==> config.mk <==
export PLATFORM = sky130hd
export DESIGN_NAME = tuner_pll_command_sequencer_unit_flat
export DESIGN_NICKNAME = d
export VERILOG_FILES = /design/src/rtl/core/tpcs_pkg.sv /design/src/rtl/core/tpcs_if.sv /design/src/rtl/core/tpcs_pipe.sv /design/src/rtl/core/tpcs_serial.sv /design/src/rtl/core/tuner_pll_command_sequencer_unit.sv /design/src/flat_wrapper.sv
export SDC_FILE = /design/constraint.sdc
export NUM_CORES = 2
export LEC_CHECK = 0
export BUFFER_PORTS_ARGS = -buffer_cell sky130_fd_sc_hd__buf_2
export CAP_MARGIN = 10
export CORE_UTILIZATION = 44
export CTS_CLUSTER_DIAMETER = 80
export DETAILED_ROUTE_END_ITERATION = 8
export GPL_ROUTABILITY_DRIVEN = 0
export PLACE_DENSITY = 0.55
export SYNTH_ARGS = -nofsm -noshare
export SYNTH_HDL_FRONTEND = slang
export SYNTH_HIERARCHICAL = 1
export SYNTH_SLANG_ARGS = --single-unit
==> constraint.sdc <==
create_clock -name i_clk -period 10.6 [get_ports i_clk]
set_input_delay 2.12 -clock i_clk [delete_from_list [all_inputs] [get_ports i_clk]]
set_output_delay 2.12 -clock i_clk [all_outputs]
set_load 0.01 [all_outputs]
==> src/rtl/core/tpcs_pkg.sv <==
// Package of the tuner PLL command sequencer: field widths, byte constants,
// the band threshold table and the per-byte transfer tags.
// It depends on nothing and is compiled first.
package tpcs_pkg;

    localparam int FREQ_W   = 22;
    localparam int RATE_W   = 26;
    localparam int CUTOFF_W = 16;
    localparam int CFG_IDX_W = 2;
    localparam int SEQ_LEN  = 8;
    localparam int IDX_W    = 3;

    localparam logic [CFG_IDX_W-1:0] CFG_FINE_STEP   = 2'd0;
    localparam logic [CFG_IDX_W-1:0] CFG_CUTOFF_RATE = 2'd1;
    localparam logic [CFG_IDX_W-1:0] CFG_CUTOFF_KHZ  = 2'd2;

    localparam logic CMD_INIT = 1'b0;
    localparam logic CMD_TUNE = 1'b1;

    localparam logic [IDX_W-1:0] LAST_IDX_INIT = 3'd1;
    localparam logic [IDX_W-1:0] LAST_IDX_TUNE = 3'd7;

    // Reciprocal of 125 scaled by 2**24, rounded down.
    localparam int RECIP_SHIFT = 24;
    localparam logic [17:0] RECIP_125 = 18'd134217;

    localparam logic [7:0] BYTE_PLL_HI    = 8'h40;
    localparam logic [7:0] BYTE_CTRL      = 8'he0;
    localparam logic [7:0] BYTE_LPF_CTRL  = 8'he4;
    localparam logic [7:0] BYTE_BAND_TOP  = 8'hc0;
    localparam logic [7:0] BYTE_INIT_0    = 8'hf8;
    localparam logic [7:0] BYTE_INIT_1    = 8'h04;
    localparam logic [16:0] CUTOFF_FALLBACK = 17'd30000;
    localparam logic [17:0] CUTOFF_ROUND    = 18'd1999;
    localparam logic [8:0]  ROUND_FULL      = 9'd500;
    localparam logic [8:0]  ROUND_HALF      = 9'd250;

    localparam logic [FREQ_W-1:0] BAND_LIMIT [SEQ_LEN] = '{
        22'd986000, 22'd1072000, 22'd1154000, 22'd1291000,
        22'd1447000, 22'd1615000, 22'd1791000, 22'd1972000
    };
    localparam logic [7:0] BAND_CODE [SEQ_LEN] = '{
        8'hb2, 8'hd2, 8'he2, 8'h20, 8'h40, 8'h60, 8'h80, 8'ha0
    };

    typedef struct packed {
        logic                fine_step;
        logic                cutoff_from_rate;
        logic [CUTOFF_W-1:0] cutoff_khz;
    } t_cfg;

    typedef struct packed {
        logic                 command;
        logic [SEQ_LEN*8-1:0] bytes;
    } t_seq;

    typedef struct packed {
        logic [1:0] transfer_number;
        logic       first_of_transfer;
        logic       is_read;
        logic       wait_after;
        logic       last;
    } t_meta;

    function automatic logic [7:0] band_lookup(input logic [FREQ_W-1:0] f);
        logic [7:0] band;
        band = BYTE_BAND_TOP;
        for (int i = SEQ_LEN - 1; i >= 0; i--) begin
            if (f < BAND_LIMIT[i]) begin
                band = BAND_CODE[i];
            end
        end
        return band;
    endfunction

    function automatic t_meta seq_meta(input logic cmd, input logic [IDX_W-1:0] idx);
        t_meta m;
        m = '0;
        if (cmd == CMD_INIT) begin
            m.first_of_transfer = (idx == 3'd0);
            m.last              = (idx == LAST_IDX_INIT);
        end else begin
            unique case (idx)
                3'd0: m.first_of_transfer = 1'b1;
                3'd4: begin
                    m.transfer_number   = 2'd1;
                    m.first_of_transfer = 1'b1;
                    m.wait_after        = 1'b1;
                end
                3'd5: begin
                    m.transfer_number   = 2'd2;
                    m.first_of_transfer = 1'b1;
                end
                3'd6: m.transfer_number = 2'd2;
                3'd7: begin
                    m.transfer_number   = 2'd3;
                    m.first_of_transfer = 1'b1;
                    m.is_read           = 1'b1;
                    m.last              = 1'b1;
                end
                default: m.transfer_number = 2'd0;
            endcase
        end
        return m;
    endfunction

endpackage

==> src/rtl/core/tpcs_if.sv <==
// Channel interfaces of the sequencer: command input, byte output and the
// configuration write channel. They depend on tpcs_pkg for field widths.
interface tpcs_in_if;
    logic                          valid;
    logic                          ready;
    logic                          command;
    logic [tpcs_pkg::FREQ_W-1:0]   frequency_khz;
    logic [tpcs_pkg::RATE_W-1:0]   rate_sps;
    modport source (output valid, command, frequency_khz, rate_sps, input ready);
    modport sink   (input valid, command, frequency_khz, rate_sps, output ready);
endinterface

interface tpcs_out_if;
    logic       valid;
    logic       ready;
    logic [7:0] data_byte;
    logic [1:0] transfer_number;
    logic       first_of_transfer;
    logic       is_read;
    logic       wait_after;
    logic       last;
    modport source (output valid, data_byte, transfer_number, first_of_transfer, is_read,
                    wait_after, last, input ready);
    modport sink   (input valid, data_byte, transfer_number, first_of_transfer, is_read,
                    wait_after, last, output ready);
endinterface

interface tpcs_cfg_if;
    logic                           valid;
    logic                           ready;
    logic [tpcs_pkg::CFG_IDX_W-1:0] index;
    logic [tpcs_pkg::CUTOFF_W-1:0]  data;
    modport source (output valid, index, data, input ready);
    modport sink   (input valid, index, data, output ready);
endinterface

==> src/rtl/core/tpcs_pipe.sv <==
// Six-stage arithmetic pipeline: divider, band, prescaler remap and low-pass
// code, producing the full byte set of one command. Depends on tpcs_pkg and tpcs_if.
module tpcs_pipe (
    input  logic            i_clk,
    input  logic            i_rst_n,
    input  tpcs_pkg::t_cfg  i_cfg,
    tpcs_in_if.sink         i_in,
    output logic            o_valid,
    input  logic            i_ready,
    output tpcs_pkg::t_seq  o_seq
);
    import tpcs_pkg::*;

    logic [5:0] r_v;
    logic [5:0] en;

    logic        r1_cmd;
    logic [7:0]  r1_band;
    logic [20:0] r1_yf;
    logic [22:0] r1_yr;

    logic        r2_cmd;
    logic [7:0]  r2_band;
    logic [20:0] r2_yf;
    logic [22:0] r2_yr;
    logic [14:0] r2_qf;
    logic [16:0] r2_qr;

    logic        r3_cmd;
    logic [7:0]  r3_band;
    logic [14:0] r3_d;
    logic [16:0] r3_cr;

    logic        r4_cmd;
    logic [7:0]  r4_band;
    logic [15:0] r4_word;
    logic [13:0] r4_yc;

    logic        r5_cmd;
    logic [7:0]  r5_band;
    logic [15:0] r5_word;
    logic [13:0] r5_yc;
    logic [7:0]  r5_qc;

    t_seq        r6_seq;

    logic [22:0] n_xf;
    logic [20:0] n_yf;
    logic [38:0] n_prod_f;
    logic [40:0] n_prod_r;
    logic [21:0] n_rf;
    logic [23:0] n_rr;
    logic [15:0] n_d16;
    logic [15:0] n_word;
    logic [16:0] n_cut;
    logic [17:0] n_cut_rnd;
    logic [31:0] n_prod_c;
    logic [15:0] n_rc;
    logic [7:0]  n_qc;
    logic [7:0]  n_code;
    t_seq        n_seq;

    always_comb begin
        en[5] = !r_v[5] || i_ready;
        for (int k = 4; k >= 0; k--) begin
            en[k] = !r_v[k] || en[k+1];
        end
    end

    assign i_in.ready = en[0];
    assign o_valid    = r_v[5];
    assign o_seq      = r6_seq;

    always_ff @(posedge i_clk) begin
        if (!i_rst_n) begin
            r_v <= '0;
        end else begin
            if (en[0]) r_v[0] <= i_in.valid;
            for (int k = 1; k < 6; k++) begin
                if (en[k]) r_v[k] <= r_v[k-1];
            end
        end
    end

    always_comb begin
        n_xf = 23'(i_in.frequency_khz) + 23'(i_cfg.fine_step ? ROUND_HALF : ROUND_FULL);
        n_yf = i_cfg.fine_step ? n_xf[22:2] : {1'b0, n_xf[22:3]};

        n_prod_f = 39'(r1_yf) * 39'(RECIP_125);
        n_prod_r = 41'(r1_yr) * 41'(RECIP_125);

        n_rf = 22'(r2_yf) - 22'(r2_qf) * 22'd125;
        n_rr = 24'(r2_yr) - 24'(r2_qr) * 24'd125;

        n_d16  = 16'(r3_d);
        n_word = r3_band[4] ? (({n_d16[14:0], 1'b0} & 16'hffe0) | (n_d16 & 16'h000f))
                            : n_d16;
        n_cut  = i_cfg.cutoff_from_rate ? r3_cr : 17'(i_cfg.cutoff_khz);
        if (n_cut == 17'd0) begin
            n_cut = CUTOFF_FALLBACK;
        end
        n_cut_rnd = 18'(n_cut) + CUTOFF_ROUND;

        n_prod_c = 32'(r4_yc) * 32'(RECIP_125);

        n_rc   = 16'(r5_yc) - 16'(r5_qc) * 16'd125;
        n_qc   = r5_qc + 8'(n_rc >= 16'd125);
        n_code = n_qc - 8'd2;

        n_seq.command = r5_cmd;
        n_seq.bytes   = '0;
        if (r5_cmd == CMD_INIT) begin
            n_seq.bytes[7:0]  = BYTE_INIT_0 | 8'(i_cfg.fine_step);
            n_seq.bytes[15:8] = BYTE_INIT_1;
        end else begin
            n_seq.bytes[7:0]   = BYTE_PLL_HI | r5_word[15:8];
            n_seq.bytes[15:8]  = r5_word[7:0];
            n_seq.bytes[23:16] = BYTE_CTRL | 8'(i_cfg.fine_step);
            n_seq.bytes[31:24] = r5_band;
            n_seq.bytes[39:32] = BYTE_LPF_CTRL | 8'(i_cfg.fine_step);
            n_seq.bytes[47:40] = BYTE_LPF_CTRL | {3'd0, n_code[3:2], 3'd0}
                                 | 8'(i_cfg.fine_step);
            n_seq.bytes[55:48] = r5_band | {4'd0, n_code[1:0], 2'd0};
            n_seq.bytes[63:56] = 8'd0;
        end
    end

    always_ff @(posedge i_clk) begin
        if (en[0]) begin
            r1_cmd  <= i_in.command;
            r1_band <= band_lookup(i_in.frequency_khz);
            r1_yf   <= n_yf;
            r1_yr   <= i_in.rate_sps[RATE_W-1:3];
        end
        if (en[1]) begin
            r2_cmd  <= r1_cmd;
            r2_band <= r1_band;
            r2_yf   <= r1_yf;
            r2_yr   <= r1_yr;
            r2_qf   <= n_prod_f[38:RECIP_SHIFT];
            r2_qr   <= n_prod_r[40:RECIP_SHIFT];
        end
        if (en[2]) begin
            r3_cmd  <= r2_cmd;
            r3_band <= r2_band;
            r3_d    <= r2_qf + 15'(n_rf >= 22'd125);
            r3_cr   <= r2_qr + 17'(n_rr >= 24'd125);
        end
        if (en[3]) begin
            r4_cmd  <= r3_cmd;
            r4_band <= r3_band;
            r4_word <= n_word;
            r4_yc   <= n_cut_rnd[17:4];
        end
        if (en[4]) begin
            r5_cmd  <= r4_cmd;
            r5_band <= r4_band;
            r5_word <= r4_word;
            r5_yc   <= r4_yc;
            r5_qc   <= n_prod_c[31:RECIP_SHIFT];
        end
        if (en[5]) begin
            r6_seq  <= n_seq;
        end
    end

endmodule

==> src/rtl/core/tpcs_serial.sv <==
// Output serialiser: holds one command's byte set and hands out one byte per
// transaction with its transfer tags. Depends on tpcs_pkg and tpcs_if.
module tpcs_serial (
    input  logic            i_clk,
    input  logic            i_rst_n,
    input  logic            i_valid,
    output logic            o_ready,
    input  tpcs_pkg::t_seq  i_seq,
    tpcs_out_if.source      o_out
);
    import tpcs_pkg::*;

    logic                 r_busy;
    logic [IDX_W-1:0]     r_idx;
    logic                 r_cmd;
    logic [SEQ_LEN*8-1:0] r_bytes;

    logic             n_take;
    logic             n_done;
    logic [IDX_W-1:0] n_last_idx;
    t_meta            n_meta;

    assign n_last_idx = (r_cmd == CMD_TUNE) ? LAST_IDX_TUNE : LAST_IDX_INIT;
    assign n_take     = r_busy && o_out.ready;
    assign n_done     = n_take && (r_idx == n_last_idx);
    assign o_ready    = !r_busy || n_done;
    assign n_meta     = seq_meta(r_cmd, r_idx);

    assign o_out.valid             = r_busy;
    assign o_out.data_byte         = r_bytes[r_idx*8 +: 8];
    assign o_out.transfer_number   = n_meta.transfer_number;
    assign o_out.first_of_transfer = n_meta.first_of_transfer;
    assign o_out.is_read           = n_meta.is_read;
    assign o_out.wait_after        = n_meta.wait_after;
    assign o_out.last              = n_meta.last;

    always_ff @(posedge i_clk) begin
        if (!i_rst_n) begin
            r_busy <= 1'b0;
            r_idx  <= '0;
        end else if (i_valid && o_ready) begin
            r_busy <= 1'b1;
            r_idx  <= '0;
        end else if (n_done) begin
            r_busy <= 1'b0;
        end else if (n_take) begin
            r_idx  <= r_idx + 3'd1;
        end
    end

    always_ff @(posedge i_clk) begin
        if (i_valid && o_ready) begin
            r_cmd   <= i_seq.command;
            r_bytes <= i_seq.bytes;
        end
    end

endmodule

==> src/rtl/core/tuner_pll_command_sequencer_unit.sv <==
// Tuner PLL command sequencer, top level. A command passes the six pipeline registers
// and the serialiser's byte register before its first byte. Throughput: one byte per cycle
// while the output is ready, set by the serialiser: eight bytes per tune, two per init.
// The six-stage pipeline accepts a command each cycle while not stalled.
// Synchronous active-low reset clears the valid bits and returns the
// configuration to its reset values. Depends on tpcs_pkg, tpcs_if, tpcs_pipe and tpcs_serial.
module tuner_pll_command_sequencer_unit (
    input  logic        i_clk,
    input  logic        i_rst_n,
    tpcs_cfg_if.sink    i_cfg,
    tpcs_in_if.sink     i_in,
    tpcs_out_if.source  o_out
);
    import tpcs_pkg::*;

    t_cfg  r_cfg;
    logic  pipe_valid;
    logic  ser_ready;
    t_seq  pipe_seq;

    assign i_cfg.ready = 1'b1;

    always_ff @(posedge i_clk) begin
        if (!i_rst_n) begin
            r_cfg.fine_step        <= 1'b0;
            r_cfg.cutoff_from_rate <= 1'b1;
            r_cfg.cutoff_khz       <= '0;
        end else if (i_cfg.valid) begin
            unique case (i_cfg.index)
                CFG_FINE_STEP:   r_cfg.fine_step        <= i_cfg.data[0];
                CFG_CUTOFF_RATE: r_cfg.cutoff_from_rate <= i_cfg.data[0];
                CFG_CUTOFF_KHZ:  r_cfg.cutoff_khz       <= i_cfg.data;
                default:         r_cfg                  <= r_cfg;
            endcase
        end
    end

    tpcs_pipe u_pipe (
        .i_clk   (i_clk),
        .i_rst_n (i_rst_n),
        .i_cfg   (r_cfg),
        .i_in    (i_in),
        .o_valid (pipe_valid),
        .i_ready (ser_ready),
        .o_seq   (pipe_seq)
    );

    tpcs_serial u_serial (
        .i_clk   (i_clk),
        .i_rst_n (i_rst_n),
        .i_valid (pipe_valid),
        .o_ready (ser_ready),
        .i_seq   (pipe_seq),
        .o_out   (o_out)
    );

    a_seq_continues: assert property (@(posedge i_clk) disable iff (!i_rst_n)
        (o_out.valid && o_out.ready && !o_out.last) |=> o_out.valid)
        else $error("Sequence broke off before its last byte.");

    a_seq_starts: assert property (@(posedge i_clk) disable iff (!i_rst_n)
        (o_out.valid && o_out.ready && o_out.last) |=>
        (!o_out.valid || (o_out.first_of_transfer && o_out.transfer_number == 2'd0)))
        else $error("New sequence does not start with transfer zero.");

    a_read_is_last: assert property (@(posedge i_clk) disable iff (!i_rst_n)
        (o_out.valid && o_out.is_read) |-> (o_out.last && o_out.data_byte == 8'd0))
        else $error("Read slot is not the final empty byte.");

endmodule

==> src/flat_wrapper.sv <==
// flat-port wrapper written by rule: the top's interface ports become plain ports
module tuner_pll_command_sequencer_unit_flat import tpcs_pkg::*;
  (i_clk, i_rst_n, i_cfg_valid, i_cfg_index, i_cfg_data, i_cfg_ready, i_in_valid, i_in_command, i_in_frequency_khz, i_in_rate_sps, i_in_ready, o_out_valid, o_out_data_byte, o_out_transfer_number, o_out_first_of_transfer, o_out_is_read, o_out_wait_after, o_out_last, o_out_ready);
  tpcs_cfg_if i_cfg_i ();
  tpcs_in_if i_in_i ();
  tpcs_out_if o_out_i ();
  input  logic i_clk;
  input  logic i_rst_n;
  input wire logic [$bits(i_cfg_i.valid)-1:0] i_cfg_valid;
  input wire logic [$bits(i_cfg_i.index)-1:0] i_cfg_index;
  input wire logic [$bits(i_cfg_i.data)-1:0] i_cfg_data;
  output wire logic [$bits(i_cfg_i.ready)-1:0] i_cfg_ready;
  input wire logic [$bits(i_in_i.valid)-1:0] i_in_valid;
  input wire logic [$bits(i_in_i.command)-1:0] i_in_command;
  input wire logic [$bits(i_in_i.frequency_khz)-1:0] i_in_frequency_khz;
  input wire logic [$bits(i_in_i.rate_sps)-1:0] i_in_rate_sps;
  output wire logic [$bits(i_in_i.ready)-1:0] i_in_ready;
  output wire logic [$bits(o_out_i.valid)-1:0] o_out_valid;
  output wire logic [$bits(o_out_i.data_byte)-1:0] o_out_data_byte;
  output wire logic [$bits(o_out_i.transfer_number)-1:0] o_out_transfer_number;
  output wire logic [$bits(o_out_i.first_of_transfer)-1:0] o_out_first_of_transfer;
  output wire logic [$bits(o_out_i.is_read)-1:0] o_out_is_read;
  output wire logic [$bits(o_out_i.wait_after)-1:0] o_out_wait_after;
  output wire logic [$bits(o_out_i.last)-1:0] o_out_last;
  input wire logic [$bits(o_out_i.ready)-1:0] o_out_ready;
  assign i_cfg_i.valid = i_cfg_valid;
  assign i_cfg_i.index = i_cfg_index;
  assign i_cfg_i.data = i_cfg_data;
  assign i_cfg_ready = i_cfg_i.ready;
  assign i_in_i.valid = i_in_valid;
  assign i_in_i.command = i_in_command;
  assign i_in_i.frequency_khz = i_in_frequency_khz;
  assign i_in_i.rate_sps = i_in_rate_sps;
  assign i_in_ready = i_in_i.ready;
  assign o_out_valid = o_out_i.valid;
  assign o_out_data_byte = o_out_i.data_byte;
  assign o_out_transfer_number = o_out_i.transfer_number;
  assign o_out_first_of_transfer = o_out_i.first_of_transfer;
  assign o_out_is_read = o_out_i.is_read;
  assign o_out_wait_after = o_out_i.wait_after;
  assign o_out_last = o_out_i.last;
  assign o_out_i.ready = o_out_ready;
  tuner_pll_command_sequencer_unit u_core (.i_clk(i_clk), .i_rst_n(i_rst_n), .i_cfg(i_cfg_i), .i_in(i_in_i), .o_out(o_out_i));
endmodule
Word level (Yosys, flattened, before mapping)

Index checks and enable logic that the tools add are counted.

Input port bits: 72
Output and inout bits: 17
Word-level logic and storage cells: 141
Register bits: 423

Equality and inequality tests: 8
Reductions and logical operators: 31
$add $sub $neg: 10
Bitwise operators: 5
Multiplexer cells: 25
Magnitude comparators: 11
Shift operators: 1
$mul: 6

Operators by type and width:

| kind                                                               | count |
|---|---|
| less-than comparator 22 x 21 -> 1 bit, second input constant       | 7 |
| variable part select 64 x 7 -> 8 bit                               | 1 |
| multiplier 23 x 18 -> 41 bit, second input constant                | 1 |
| multiplier 21 x 18 -> 39 bit, second input constant                | 1 |
| 2-to-1 mux 17 bit                                                  | 2 |
| multiplier 14 x 18 -> 32 bit, second input constant                | 1 |
| 2-to-1 mux 7 bit                                                   | 4 |
| greater-or-equal comparator 24 x 7 -> 1 bit, second input constant | 1 |
| multiplier 17 x 7 -> 24 bit, second input constant                 | 1 |
| 2-to-1 mux 24 bit                                                  | 1 |
| 2-to-1 mux 8 bit                                                   | 3 |
| subtractor 23 x 24 -> 24 bit                                       | 1 |
| adder 22 x 9 -> 23 bit                                             | 1 |
| greater-or-equal comparator 22 x 7 -> 1 bit, second input constant | 1 |
| less-than comparator 22 x 20 -> 1 bit, second input constant       | 1 |
| multiplier 15 x 7 -> 22 bit, second input constant                 | 1 |
| subtractor 21 x 22 -> 22 bit                                       | 1 |
| 2-to-1 mux 20 bit                                                  | 1 |
| adder 17 x 11 -> 18 bit, second input constant                     | 1 |
| adder 17 x 1 -> 17 bit                                             | 1 |
| zero test 17 bit                                                   | 1 |
| greater-or-equal comparator 16 x 7 -> 1 bit, second input constant | 1 |
| bitwise OR 16 x 4 -> 16 bit                                        | 1 |
| subtractor 14 x 15 -> 16 bit                                       | 1 |
| other kinds (30)                                                   | 61 |

Longest topological paths before layout

Word-level depth: 10
Gate-level depth with buffers: 24
Gate-level depth less buffers: 24

By module

The synthesis kept the hierarchy.

By module, submodules not included:

| module                           | times used | cells an instance | area an instance (um2) | seq. area each (um2) |
|---|---|---|---|---|
| tpcs_pipe                        | 1          | 3094              | 32776.4                | 8378.0 |
| tpcs_serial                      | 1          | 147               | 2907.8                 | 2031.9 |
| tuner_pll_command_sequencer_unit | 1          | 82                | 760.7                  | 360.3 |

Least setup slack after synthesis

No wires, ideal clock.

Path type: input -> output
From: in o_out_ready
To: out i_in_ready
Path slack: 4.228 ns
Data required time: 8.480 ns
Arrival: 4.252 ns
Cell stages on the path: 6
Cells stage by stage: a21boi_0 nand2b_1 nor2b_1 and3_1 and2_1 nand3_1

Longest elaborated chain between the ends: 9

RTL lines:

| item                           | line                                   | RTL |
|---|---|---|
| from (decl)                    | flat_wrapper.sv:25                     | `input wire logic [$bits(o_out_i.ready)-1:0] o_out_ready;` |
| logical AND 1 bit              | tpcs_serial.sv:24                      | `assign n_take = r_busy && o_out.ready;` |
| logical AND 1 bit              | tpcs_serial.sv:25                      | `assign n_done = n_take && (r_idx == n_last_idx);` |
| logical OR 1 bit               | tpcs_serial.sv:26                      | `assign o_ready = !r_busy \|\| n_done;` |
| named net u_core.ser_ready     | tuner_pll_command_sequencer_unit.sv:18 | `logic ser_ready;` |
| logical OR 1 bit               | tpcs_pipe.sv:64                        | `en[5] = !r_v[5] \|\| i_ready;` |
| logical OR 1 bit (5 in series) | tpcs_pipe.sv:66                        | `en[k] = !r_v[k] \|\| en[k+1];` |
| to (decl)                      | flat_wrapper.sv:17                     | `output wire logic [$bits(i_in_i.ready)-1:0] i_in_ready;` |

The timed path passes the listed nets, and every way through them passes these cells.

Worst setup path in the final report

From: reg u_core.u_pipe.r2_qr[5]
To: reg u_core.u_pipe.r3_cr[16] (data pin)

Longest elaborated chain between the ends: 4

RTL lines:

| item                                        | line             | RTL |
|---|---|---|
| from (decl)                                 | tpcs_pipe.sv:27  | `logic [16:0] r2_qr;` |
| from (signal assigned)                      | tpcs_pipe.sv:141 | `r2_qr <= n_prod_r[40:RECIP_SHIFT];` |
| multiplier 17 x 7 -> 24 bit                 | tpcs_pipe.sv:93  | `n_rr = 24'(r2_yr) - 24'(r2_qr) * 24'd125;` |
| subtractor 23 x 24 -> 24 bit                | tpcs_pipe.sv:93  |  |
| greater-or-equal comparator 24 x 7 -> 1 bit | tpcs_pipe.sv:147 | `r3_cr <= r2_qr + 17'(n_rr >= 24'd125);` |
| adder 17 x 1 -> 17 bit *                    | tpcs_pipe.sv:147 |  |
| to (signal assigned)                        | tpcs_pipe.sv:147 |  |
| to (decl)                                   | tpcs_pipe.sv:32  | `logic [16:0] r3_cr;` |

Mark *: on every way between the ends. The rest lies on a longest branch, timed or not.
A chain may end at the register's enable or synchronous reset.

==> metrics.txt <==
GRT Total Usage 18.2%; Setup violations, final 0; CP Launch Type flip-flop; Worst Skew 0.0403 ns; Gates resized, CTS repair 0; Tcrit/Tclk final 63.8%; Crit. Startpoint u_core/u_pipe/r2_qr[5]$_DFFE_PP_; Setup TNS 0 ns; CTS tree built; diodes inserted 0; Main synth FF type edfxtp_1; Slew @ Worst Pin 1.04 ns; DRC Markers 0; Crit Path Class reg -> reg; Std-Cell Rows 105; Top Family by Delay on Critical Path adder cells; die width 290 um; fraction of layout cells with a size suffix above 1 6.54%; grt ovf 0; outcome complete, no violations; clock sinks 368; top post-synthesis cells by area edfxtp_1 (28%), ha_1 (22%), fa_1 (19%); Final Max Tran Viols 0; Post-synth EDFFs 340; CP bufs+invs 3; DIE HEIGHT 290 um; largest fanout on the critical path 10; fmax 148 MHz; flops & latches, synth 368; area growth from synthesis to layout 8.18%; Netlist cell types 93; root buf cell clkbuf_16; number of clock buffers inserted by TritonCTS 47; Post-CTS Hold Fix Bufs 0; initial antenna violation count 6; Worst path max stage delay 0.64 ns; remaining antenna violation count 0; Vias 22900; largest net degree at the start of global routing 67; max cap viols 0; Die ar. 84000 sq um; global-route wire length before repair 123 mm; Buffers on Ports 83; TritonRoute pass-1 iters 5; I/O pins 89; hold wc startpoint u_core/u_pipe/r3_d[3]$_DFFE_PP_; Synth Area per Inst 11.0 sq um; register area share after synthesis 29.6%; setup bufs post-CTS 0; Initial Util 44.5%; drt via density 5.10; CTS clk-pin slew, worst paths 0.06 ns; NumNets Final 4442; DP HPWL 60.8 mm; DRT iter0 DRCs 1027; vias in the first global route 24100; Final Hold Vio Count 0; Crit. End Element flip-flop; cells along the critical path inv_1 -> fa_1 -> fa_1 -> fa_1 -> inv_1 -> fa_1 -> inv_1 -> ha_1 -> nand4_1 -> or2_2 -> o21ai_0 -> a2111oi_0 -> or3_1 -> a2111oi_0 -> nand4_1 -> ha_1 -> nand4_1 -> nor2_1 -> and2_1 -> nand4_1 -> xnor2_1; Tmin final 6.77 ns; worst skew pair latency 0.61 ns; Arr. time, crit path 7.10 ns; Hold WC Path Type reg -> reg; CP max stage cell edfxtp_1; Synth top area share 28.0%; RSZ-0062 raised after global routing false; H-tree depth 2; total core area 82000 sq um; Req. time, crit path 10.93 ns; R2R Path Start u_core/u_pipe/r2_qr[5]$_DFFE_PP_; Yosys warning total 6; cell area after synthesis 36400 sq um; Finished Core Util 48.1%; relative slew slack 30.3%; Total Routed Length 75.4 mm; WL per Instance 16.8 um; Post-synth ARST share 0%; clk buf depth 3; area leader, netlist edfxtp_1; cells after synthesis 3323
Yosys cell counts (all sizes together) (8+ instances only):
cell / number
a2111oi: 8
a211oi: 18
a21boi: 8
a21o: 42
a21oi: 132
a31oi: 24
and2: 27
and3: 28
buf: 54
clkbuf: 43
dfxtp: 28
edfxtp: 340
fa: 339
ha: 645
inv: 742
mux2: 25
mux2i: 38
mux4: 16
nand2: 141
nand2b: 29
nand3: 40
nand4: 29
nor2: 98
nor2b: 22
nor3: 30
nor4: 10
o2111ai: 10
o211ai: 18
o21a: 25
o21ai: 77
o22ai: 10
or3: 8
xnor2: 75
xor2: 33
worst paths after layout:
path / end / slack, ns / cells after the start
setup / recovery: u_core/u_pipe/r3_cr[16]$_DFFE_PP_ / 3.83 / 21
hold / removal: u_core/u_pipe/r4_word[3]$_DFFE_PP_ / 0.41 / 0
setup reg to reg: u_core/u_pipe/r3_cr[16]$_DFFE_PP_ / 3.83 / 21
hold reg to reg: u_core/u_pipe/r4_word[3]$_DFFE_PP_ / 0.41 / 0
state kept, by name, indices dropped and copies added, names as in the netlist, 6 cells and up:
register	count
u_core/r_cfg	18
u_core/u_serial/r_bytes	64
u_core/u_pipe/r5_qc	8
u_core/u_pipe/r5_yc	14
u_core/u_pipe/r1_yf	21
u_core/u_pipe/r4_word	15
u_core/u_pipe/r4_yc	14
u_core/u_pipe/r_v	6
u_core/u_pipe/r1_yr	23
u_core/u_pipe/r5_word	15
u_core/u_pipe/r2_yr	23
u_core/u_pipe/r3_cr	17
u_core/u_pipe/r2_qf	15
u_core/u_pipe/r2_qr	17
u_core/u_pipe/r2_yf	21
u_core/u_pipe/r3_d	15
u_core/u_pipe/o_seq	27
stage by stage:
| stage | hold slack, ns | setup WS (ns) | std cells | area (sq um) |
|---|---|---|---|---|
| 2_1_floorplan | 0.400 | 4.23 | 3342 | 36500 |
| 3_3_place_gp | 0.402 | 3.84 | 4407 | 37800 |
| 3_5_place_dp | 0.405 | 3.80 | 4407 | 37800 |
| 4_1_cts | 0.416 | 3.77 | 4493 | 39400 |
| 5_1_grt | 0.418 | 3.21 | 4493 | 39400 |
| 6_report | 0.415 | 3.83 | 4493 | 39400 |
layout make-up:
cell class / count / area [sq um]
clock buffer: 53 / 1200
clock inverter: 33 / 443
fill: 7463 / 42600
inverter: 742 / 2790
multi-input combinational: 2135 / 22400
sequential: 368 / 10800
tap: 1070 / 1340
timing repair buffer: 92 / 483
cell usage in the layout (no fill, tap or decap), drive strengths merged, types with 20 or more instances in the layout:
| cell type | instances |
|---|---|
| dfxtp | 28 |
| nor3 | 30 |
| a31oi | 24 |
| nand4 | 29 |
| and3 | 28 |
| buf | 92 |
| nand3 | 40 |
| nor2b | 22 |
| clkbuf | 53 |
| conb | 22 |
| edfxtp | 340 |
| and2 | 27 |
| a21o | 42 |
| nand2b | 29 |
| inv | 746 |
| ha | 645 |
| xor2 | 33 |
| mux2i | 38 |
| mux2 | 25 |
| nor2 | 98 |
| fa | 339 |
| a21oi | 132 |
| o21a | 25 |
| nand2 | 141 |
| o21ai | 77 |
| xnor2 | 75 |
| clkinv | 20 |
kinds of logic (layout without fill, tap and decap cells):
group	after synthesis	count (layout)	share of synthesized area, %
simple gates	501	501	6.99
xor+xnor	108	108	2.60
other cells	3	22	0.0309
compound gates	441	441	7.89
fa+ha+maj	984	984	40.8
flops	368	368	29.6
mux	79	79	2.95
buf+inv	839	920	9.22
layer usage:
metal / GRT usage (%) / routed length (um) / vias up
li1: - / - / 11200
met1: 25.1 / 36200 / 11200
met2: 30.6 / 35400 / 394
met3: 2.21 / 2530 / 95
met4: 4.22 / 1300 / 2
met5: 0 / 13 / -
Power is not shown: default switching activity piles up to over one toggle a cycle in this logic, so the estimate is an artifact.
